### config.mk
export PLATFORM = sky130hd
export DESIGN_NAME = matrix4x4_multiply_unit
export DESIGN_NICKNAME = d
export VERILOG_FILES = /design/src/hdl/m4m_pkg.sv /design/src/hdl/m4m_front.sv /design/src/hdl/m4m_back.sv /design/src/hdl/matrix4x4_multiply_unit.sv
export SDC_FILE = /design/constraint.sdc
export NUM_CORES = 2
export LEC_CHECK = 0
export BUFFER_PORTS_ARGS = -buffer_cell sky130_fd_sc_hd__buf_4
export CAP_MARGIN = 5
export CORE_MARGIN = 2
export CORE_UTILIZATION = 55
export CTS_CLUSTER_DIAMETER = 200
export DETAILED_ROUTE_END_ITERATION = 10
export GPL_ROUTABILITY_DRIVEN = 0
export PLACE_DENSITY = 0.79
export RECOVER_POWER = 50
export SYNTH_ARGS = -nofsm -noshare
export SYNTH_HDL_FRONTEND = slang
export SYNTH_SLANG_ARGS = --single-unit
### constraint.sdc
create_clock -name clock -period 8 [get_ports clock]
set_input_delay 0.4 -clock clock [delete_from_list [all_inputs] [get_ports clock]]
set_output_delay 0.4 -clock clock [all_outputs]
set_load 0.1 [all_outputs]
### src/hdl/m4m_pkg.sv
// Shared types and constants for the 4x4 matrix multiply unit.
package m4m_pkg;

   localparam int DIM         = 4;
   localparam int IDX_W       = 2;
   localparam int ADDR_W      = 2 * IDX_W;
   localparam int STEP_W      = 3 * IDX_W;
   localparam int ELEM_W      = 32;
   localparam int FRAC_W      = 16;
   localparam int PROD_W      = 2 * ELEM_W;
   localparam int TERM_W      = PROD_W - FRAC_W;
   localparam int ACC_W       = TERM_W + 2;
   localparam int QUEUE_DEPTH = 4;

   localparam logic [1:0] FUNC_WRITE_LEFT  = 2'd0;
   localparam logic [1:0] FUNC_WRITE_RIGHT = 2'd1;
   localparam logic [1:0] FUNC_COMPUTE     = 2'd2;

   localparam logic [IDX_W-1:0] IDX_LAST = IDX_W'(DIM - 1);

   localparam logic signed [ELEM_W-1:0] Q_MAX = {1'b0, {(ELEM_W-1){1'b1}}};
   localparam logic signed [ELEM_W-1:0] Q_MIN = {1'b1, {(ELEM_W-1){1'b0}}};

   typedef struct packed {
      logic [1:0]               func;
      logic [IDX_W-1:0]         outer;
      logic [IDX_W-1:0]         inner;
      logic signed [ELEM_W-1:0] value;
   } req_type;

endpackage

### src/hdl/m4m_front.sv
// Request intake: drops unused codes and queues requests for the back end.
module m4m_front import m4m_pkg::*; #(
   parameter int QueueDepth = QUEUE_DEPTH
) (
   input  logic                     clock,
   input  logic                     reset,
   input  logic                     req_valid,
   output logic                     req_stall,
   input  logic [1:0]               req_func,
   input  logic [IDX_W-1:0]         req_outer_index,
   input  logic [IDX_W-1:0]         req_inner_index,
   input  logic signed [ELEM_W-1:0] req_element_value,
   output logic                     head_valid,
   output req_type                  head,
   input  logic                     pop
);

   localparam int PTR_W = (QueueDepth > 1) ? $clog2(QueueDepth) : 1;
   localparam int CNT_W = $clog2(QueueDepth + 1);

   req_type              queue_ff [QueueDepth];
   logic [PTR_W-1:0]     wr_ptr_ff, wr_ptr_in;
   logic [PTR_W-1:0]     rd_ptr_ff, rd_ptr_in;
   logic [CNT_W-1:0]     count_ff, count_in;
   logic                 accept;
   logic                 push;
   logic                 do_pop;

   assign req_stall  = (count_ff == CNT_W'(QueueDepth));
   assign accept     = req_valid && !req_stall;
   assign head_valid = (count_ff != '0);
   assign head       = queue_ff[rd_ptr_ff];
   assign do_pop     = pop && head_valid;

   always_comb begin
      push = accept &&
             (req_func inside {FUNC_WRITE_LEFT, FUNC_WRITE_RIGHT, FUNC_COMPUTE});
      wr_ptr_in = wr_ptr_ff;
      rd_ptr_in = rd_ptr_ff;
      count_in  = count_ff;
      if (push) begin
         wr_ptr_in = (wr_ptr_ff == PTR_W'(QueueDepth - 1)) ? '0 : wr_ptr_ff + 1'b1;
      end
      if (do_pop) begin
         rd_ptr_in = (rd_ptr_ff == PTR_W'(QueueDepth - 1)) ? '0 : rd_ptr_ff + 1'b1;
      end
      if (push && !do_pop) begin
         count_in = count_ff + 1'b1;
      end else if (!push && do_pop) begin
         count_in = count_ff - 1'b1;
      end
   end

   always_ff @(posedge clock) begin
      if (reset) begin
         wr_ptr_ff <= '0;
         rd_ptr_ff <= '0;
         count_ff  <= '0;
      end else begin
         wr_ptr_ff <= wr_ptr_in;
         rd_ptr_ff <= rd_ptr_in;
         count_ff  <= count_in;
      end
   end

   always_ff @(posedge clock) begin
      if (push) begin
         queue_ff[wr_ptr_ff] <= '{func:  req_func,
                                  outer: req_outer_index,
                                  inner: req_inner_index,
                                  value: req_element_value};
      end
   end

endmodule

### src/hdl/m4m_back.sv
// Execution: matrix storage, multiply-accumulate pipeline and result register.
module m4m_back import m4m_pkg::*; (
   input  logic                     clock,
   input  logic                     reset,
   input  logic                     head_valid,
   input  req_type                  head,
   output logic                     pop,
   output logic                     rsp_valid,
   input  logic                     rsp_stall,
   output logic [IDX_W-1:0]         rsp_out_outer,
   output logic [IDX_W-1:0]         rsp_out_inner,
   output logic signed [ELEM_W-1:0] rsp_product_value,
   output logic                     rsp_saturated,
   output logic                     rsp_last
);

   localparam logic ST_IDLE = 1'b0;
   localparam logic ST_BUSY = 1'b1;

   logic signed [ELEM_W-1:0] left_mem  [DIM*DIM];
   logic signed [ELEM_W-1:0] right_mem [DIM*DIM];

   logic                     state_ff, state_in;
   logic [STEP_W-1:0]        step_ff, step_in;
   logic                     advance;
   logic                     issue;
   logic [IDX_W-1:0]         st_m, st_c, st_r;

   logic                     s1_valid_ff;
   logic [STEP_W-1:0]        s1_step_ff;
   logic signed [ELEM_W-1:0] left_rd_ff, right_rd_ff;

   logic                     s2_valid_ff;
   logic [STEP_W-1:0]        s2_step_ff;
   logic signed [PROD_W-1:0] prod_ff;

   logic signed [ACC_W-1:0]  acc_ff;
   logic signed [ACC_W-1:0]  term;
   logic signed [ACC_W-1:0]  sum;
   logic [ACC_W-ELEM_W:0]    upper;
   logic                     sat;
   logic [IDX_W-1:0]         s2_m, s2_c, s2_r;

   logic                     rsp_valid_ff;
   logic [IDX_W-1:0]         rsp_outer_ff, rsp_inner_ff;
   logic signed [ELEM_W-1:0] rsp_value_ff;
   logic                     rsp_sat_ff, rsp_last_ff;

   assign advance = !rsp_valid_ff || !rsp_stall;
   assign pop     = head_valid && (state_ff == ST_IDLE);
   assign issue   = (state_ff == ST_BUSY) && advance;
   assign {st_m, st_c, st_r} = step_ff;

   always_comb begin
      state_in = state_ff;
      step_in  = step_ff;
      case (state_ff)
         ST_IDLE: begin
            if (pop && head.func == FUNC_COMPUTE) begin
               state_in = ST_BUSY;
               step_in  = '0;
            end
         end
         ST_BUSY: begin
            if (issue) begin
               step_in = step_ff + 1'b1;
               if (step_ff == '1) begin
                  state_in = ST_IDLE;
               end
            end
         end
         default: begin
            state_in = ST_IDLE;
         end
      endcase
   end

   always_ff @(posedge clock) begin
      if (reset) begin
         state_ff <= ST_IDLE;
         step_ff  <= '0;
      end else begin
         state_ff <= state_in;
         step_ff  <= step_in;
      end
   end

   always_ff @(posedge clock) begin
      if (pop && head.func == FUNC_WRITE_LEFT) begin
         left_mem[{head.outer, head.inner}] <= head.value;
      end
      if (pop && head.func == FUNC_WRITE_RIGHT) begin
         right_mem[{head.outer, head.inner}] <= head.value;
      end
   end

   // stage 1: operand fetch
   always_ff @(posedge clock) begin
      if (issue) begin
         left_rd_ff  <= left_mem[{st_m, st_r}];
         right_rd_ff <= right_mem[{st_r, st_c}];
         s1_step_ff  <= step_ff;
      end
   end

   // stage 2: product
   always_ff @(posedge clock) begin
      if (advance) begin
         prod_ff    <= left_rd_ff * right_rd_ff;
         s2_step_ff <= s1_step_ff;
      end
   end

   always_ff @(posedge clock) begin
      if (reset) begin
         s1_valid_ff <= 1'b0;
         s2_valid_ff <= 1'b0;
      end else if (advance) begin
         s1_valid_ff <= issue;
         s2_valid_ff <= s1_valid_ff;
      end
   end

   // stage 3: accumulate, clamp
   always_comb begin
      {s2_m, s2_c, s2_r} = s2_step_ff;
      term  = {{(ACC_W-TERM_W){prod_ff[PROD_W-1]}}, prod_ff[PROD_W-1:FRAC_W]};
      sum   = ((s2_r == '0) ? '0 : acc_ff) + term;
      upper = sum[ACC_W-1:ELEM_W-1];
      sat   = !((&upper) || !(|upper));
   end

   always_ff @(posedge clock) begin
      if (advance && s2_valid_ff) begin
         acc_ff <= sum;
      end
      if (advance && s2_valid_ff && s2_r == IDX_LAST) begin
         rsp_outer_ff <= s2_m;
         rsp_inner_ff <= s2_c;
         rsp_value_ff <= sat ? (sum[ACC_W-1] ? Q_MIN : Q_MAX) : sum[ELEM_W-1:0];
         rsp_sat_ff   <= sat;
         rsp_last_ff  <= (s2_m == IDX_LAST) && (s2_c == IDX_LAST);
      end
   end

   always_ff @(posedge clock) begin
      if (reset) begin
         rsp_valid_ff <= 1'b0;
      end else if (advance) begin
         rsp_valid_ff <= s2_valid_ff && (s2_r == IDX_LAST);
      end
   end

   assign rsp_valid         = rsp_valid_ff;
   assign rsp_out_outer     = rsp_outer_ff;
   assign rsp_out_inner     = rsp_inner_ff;
   assign rsp_product_value = rsp_value_ff;
   assign rsp_saturated     = rsp_sat_ff;
   assign rsp_last          = rsp_last_ff;

endmodule

### src/hdl/matrix4x4_multiply_unit.sv
// Top level of the 4x4 Q16.16 matrix multiply unit.
//
// Request channel (req_*): func 0 writes left[outer][inner], func 1 writes
// right[outer][inner], func 2 computes left x right, func 3 is dropped.
// Requests enter a small queue; req_stall rises only while it is full.
// Response channel (rsp_*): a compute gives sixteen responses in row-major
// order, rsp_last on the final one. Sums of Q16.16 products are clamped to
// 32 bits with rsp_saturated set when clamping occurs.
// Throughput: one write per cycle while no compute is in progress; a
// compute issues one multiply-accumulate per cycle unless rsp_stall holds
// a pending response, on a single multiplier fed by one read port per
// matrix, giving one response per four multiply-accumulates.
// rsp_stall, while a response is pending, freezes the whole execution
// pipeline; the queue keeps taking requests until full. Reset empties the
// queue and pipeline; matrix contents are undefined until written.
module matrix4x4_multiply_unit import m4m_pkg::*; #(
   parameter int QueueDepth = QUEUE_DEPTH
) (
   input  logic                     clock,
   input  logic                     reset,
   input  logic                     req_valid,
   output logic                     req_stall,
   input  logic [1:0]               req_func,
   input  logic [IDX_W-1:0]         req_outer_index,
   input  logic [IDX_W-1:0]         req_inner_index,
   input  logic signed [ELEM_W-1:0] req_element_value,
   output logic                     rsp_valid,
   input  logic                     rsp_stall,
   output logic [IDX_W-1:0]         rsp_out_outer,
   output logic [IDX_W-1:0]         rsp_out_inner,
   output logic signed [ELEM_W-1:0] rsp_product_value,
   output logic                     rsp_saturated,
   output logic                     rsp_last
);

   logic    head_valid;
   req_type head;
   logic    pop;

   m4m_front #(
      .QueueDepth(QueueDepth)
   ) u_front (
      .clock             (clock),
      .reset             (reset),
      .req_valid         (req_valid),
      .req_stall         (req_stall),
      .req_func          (req_func),
      .req_outer_index   (req_outer_index),
      .req_inner_index   (req_inner_index),
      .req_element_value (req_element_value),
      .head_valid        (head_valid),
      .head              (head),
      .pop               (pop)
   );

   m4m_back u_back (
      .clock             (clock),
      .reset             (reset),
      .head_valid        (head_valid),
      .head              (head),
      .pop               (pop),
      .rsp_valid         (rsp_valid),
      .rsp_stall         (rsp_stall),
      .rsp_out_outer     (rsp_out_outer),
      .rsp_out_inner     (rsp_out_inner),
      .rsp_product_value (rsp_product_value),
      .rsp_saturated     (rsp_saturated),
      .rsp_last          (rsp_last)
   );

   assert property (@(posedge clock) disable iff (reset)
      pop |-> head_valid)
      else $error("queue popped while empty");

   assert property (@(posedge clock) disable iff (reset)
      rsp_valid && rsp_last |-> rsp_out_outer == IDX_LAST && rsp_out_inner == IDX_LAST)
      else $error("last flag on wrong element");

   assert property (@(posedge clock) disable iff (reset)
      rsp_valid && rsp_saturated |-> rsp_product_value == Q_MAX || rsp_product_value == Q_MIN)
      else $error("saturated response not clamped");

   assert property (@(posedge clock) disable iff (reset)
      rsp_valid && rsp_stall |=> rsp_valid && $stable(rsp_product_value))
      else $error("stalled response changed");

endmodule
==> flow_summary.json <==
{
  "critPathCaptureType": "flip-flop",
  "portBuffers": 81,
  "floorplan.die.width_um": 411,
  "fp.coreArea_um2": 165000,
  "mappedNetlistNets": 7762,
  "placementRows": 149,
  "violations": "capacitance limit, slew limit",
  "tightestPinTransition_ps": 4440,
  "postLayoutCoreUtil_pct": 61.2,
  "timing.final.crit_share_pct": 98.3,
  "finalWirelength_um": 225000,
  "fraction_of_final_layout_cells_sized_beyond_drive_strength_1_pct": 14.7,
  "hp-class": "in -> reg",
  "finalHoldViolations": 0,
  "floorplan.die.height_um": 411,
  "tritoncts_buffer_count": 138,
  "synth_seq_cells": 1407,
  "synthesis.area_per_instance_um2": 14.2,
  "cts_tree": "built",
  "edff_count_synth": 1388,
  "remaining_drc_errors": 0,
  "finalWorstPathRequiredPeriod_ps": 7860,
  "criticalPathCategory": "reg -> reg",
  "worst_skew_pair.late_latency_ps": 810,
  "grt.total_usage_pct": 27.2,
  "timing.critical_path.required_ps": 8490,
  "global_route.overflow_total": 0,
  "clock-sinks": 1407,
  "htree_num_levels": 4,
  "status": "complete, but fails checks",
  "ys_async_sr_fraction_pct": 0,
  "areaGrowthSynthToFinish_pct": 10.7,
  "cts_root_buffer": "sky130_fd_sc_hd__clkbuf_16",
  "synthDistinctLibCells": 91,
  "i_o_pin_cnt": 82,
  "fin_cells": 8942,
  "post_synth_inst_count": 6401,
  "rsz0062_at_grt": "true",
  "final_nets": 8002,
  "drt_first_iter_violations": 5428,
  "timing.final.setup_violations": 0,
  "max_freq_mhz": 127,
  "final_max_slew_viol_count": 577,
  "commonest_cells_after_routing_fill_and_taps_aside": "sky130_fd_sc_hd__edfxtp_1, sky130_fd_sc_hd__fa_1, sky130_fd_sc_hd__inv_1",
  "dp.final_hpwl_um": 152000,
  "global_route_wire_length_before_repair_um": 345000,
  "final_layout_fill_cell_count": 11600,
  "number_of_antenna_violations_at_the_first_check_in_global_routing": 11,
  "yosys_warnings": 0,
  "via_per_inst": 5.97,
  "grt_max_degree": 113,
  "route.detailed.wl_per_inst_um": 25.2,
  "synth_area_um2": 90900,
  "critical_path_fanouts_max": 7,
  "detailroute.via_count": 53400,
  "path_clk_slew_ps": 70,
  "max_cap_viol_count": 14,
  "grt_pass1_vias": 57100,
  "drt.antenna.violating_nets": 0,
  "drt_pre_antenna_iters": 6,
  "design.die.area_um2": 169000,
  "post-place-cells": 8609,
  "synth.yosys.seq_area_share_pct": 46.2,
  "critical_path.startpoint_type": "flip-flop",
  "layout_commonest_cell": "sky130_fd_sc_hd__edfxtp_1",
  "clock_path_buffers": 3,
  "worstPathArrival_ps": 8350,
  "slew_headroom_pct": -196,
  "clock-skew-final_ps": 75.7,
  "setup_tns_ps": 0,
  "initial_utilization_pct": 55.2,
  "worst_case_hold_slack_ps": 156,
  "most_used_flip_flop_cell_after_synthesis": "sky130_fd_sc_hd__edfxtp_1"
}
## cell usage after synthesis (all sizes together), types with 59 or more instances
library cell / number / share of area, %
fa: 1083 / 24
o21ai: 100 / 0.66
a21oi: 120 / 0.66
ha: 236 / 3.2
xnor2: 68 / 0.65
nor2b: 59 / 0.41
inv: 1015 / 4.2
clkbuf: 259 / 1.1
and2: 514 / 3.5
nand2: 593 / 2.4
nor2: 130 / 0.54
edfxtp: 1388 / 46
mux4: 358 / 8.9
## worst max-delay path: stages (launching register included)
cell and delay [ps]:
sky130_fd_sc_hd__edfxtp_1 470, sky130_fd_sc_hd__buf_4 210, sky130_fd_sc_hd__and2_1 190, sky130_fd_sc_hd__fa_1 440, sky130_fd_sc_hd__fa_1 470, sky130_fd_sc_hd__fa_1 540, sky130_fd_sc_hd__inv_1 50, sky130_fd_sc_hd__fa_1 580
sky130_fd_sc_hd__inv_1 80, sky130_fd_sc_hd__fa_1 510, sky130_fd_sc_hd__fa_1 470, sky130_fd_sc_hd__fa_2 560, sky130_fd_sc_hd__fa_1 410, sky130_fd_sc_hd__ha_1 210, sky130_fd_sc_hd__a21o_1 190, sky130_fd_sc_hd__o21bai_2 200
sky130_fd_sc_hd__a21o_1 200, sky130_fd_sc_hd__a311oi_2 250, sky130_fd_sc_hd__buf_4 170, sky130_fd_sc_hd__o21ai_1 70, sky130_fd_sc_hd__buf_4 150, sky130_fd_sc_hd__o2111a_2 290, sky130_fd_sc_hd__or2_4 260, sky130_fd_sc_hd__a211o_1 350
sky130_fd_sc_hd__a21oi_2 150, sky130_fd_sc_hd__xnor2_1 70
## registers in the layout, indices dropped and copies added (netlist names), 2 cells and up, named ones only
| signal | flops |
|---|---|
| u_back.left_mem | 512 |
| u_back.right_mem | 512 |
| u_front.queue_ff | 152 |
| u_back.acc_ff | 50 |
| u_back.prod_ff | 48 |
| u_back.left_rd_ff | 32 |
| u_back.right_rd_ff | 32 |
| u_back.rsp_product_value | 32 |
| u_back.s1_step_ff | 6 |
| u_back.s2_step_ff | 6 |
| u_back.step_ff | 6 |
| u_front.count_ff | 3 |
| u_back.rsp_out_inner | 2 |
| u_back.rsp_out_outer | 2 |
| u_front.rd_ptr_ff | 2 |
| u_front.wr_ptr_ff | 2 |
## through the flow
stage	worst slack (ps)	cell area, µm²
floorplan	286	90900
global placement	-76.8	95600
detailed placement	-112	95600
CTS	4.52	100000
global route	-54.5	101000
finish	139	101000
## cells by family (layout without fill, tap and decap cells)
logic type / count (synthesis) / count (layout) / synth area share (%)
and+or+nand+nor: 1465 / 1465 / 8.11
DFF: 1407 / 1407 / 46.2
buffers and inverters: 1331 / 1680 / 5.56
adders and majority gates: 1319 / 1319 / 27.1
AOI/OAI and AO/OA: 412 / 412 / 3.07
muxes: 363 / 363 / 8.92
xor gates and xnor gates: 104 / 104 / 1.01
other: 0 / 3 / 0
## metal layers
metal	vias up	global-route usage, %	routed length, µm
met5	-	0	81
met4	12	8.68	7790
met3	580	5.28	21500
met2	3038	46.0	112000
met1	27700	35.8	83600
li1	22000	-	-
## area by class of cell
cell class,count,area (µm²),area share (%)
antenna,3,7.51,0.00746
clock buffer,170,3620,3.59
clock inverter,79,805,0.799
inverter,1015,3820,3.80
multi-input combinational,3663,44300,44.0
sequential,1407,42100,41.8
tap,2189,2740,2.72
timing repair buffer,416,3280,3.26
## final timing paths
kind,startpoint,end,slack [ps],depth (start not counted)
hold / removal,req_valid,u_front.wr_ptr_ff[1]$_SDFFE_PP0P_,160,5
setup reg to reg,u_back.left_rd_ff[16]$_DFFE_PP_,u_back.prod_ff[60]$_DFFE_PN_,140,25
setup / recovery,u_back.left_rd_ff[16]$_DFFE_PP_,u_back.prod_ff[60]$_DFFE_PN_,140,25
hold reg to reg,u_back.s1_step_ff[1]$_DFFE_PP_,u_back.s2_step_ff[1]$_DFFE_PN_,410,0
## repair_timing
item,CTS,global route
hold buffers,41,0
endpoints found under the hold margin,167,0
gates cloned,0,1
setup buffers,6,34
endpoints found under the setup margin,8,20
gates resized for setup,2,79
pin swaps,0,35
Power is left out: the tool's default activity adds up to more than one toggle a clock period on the data nets, which glitch-free logic cannot reach.
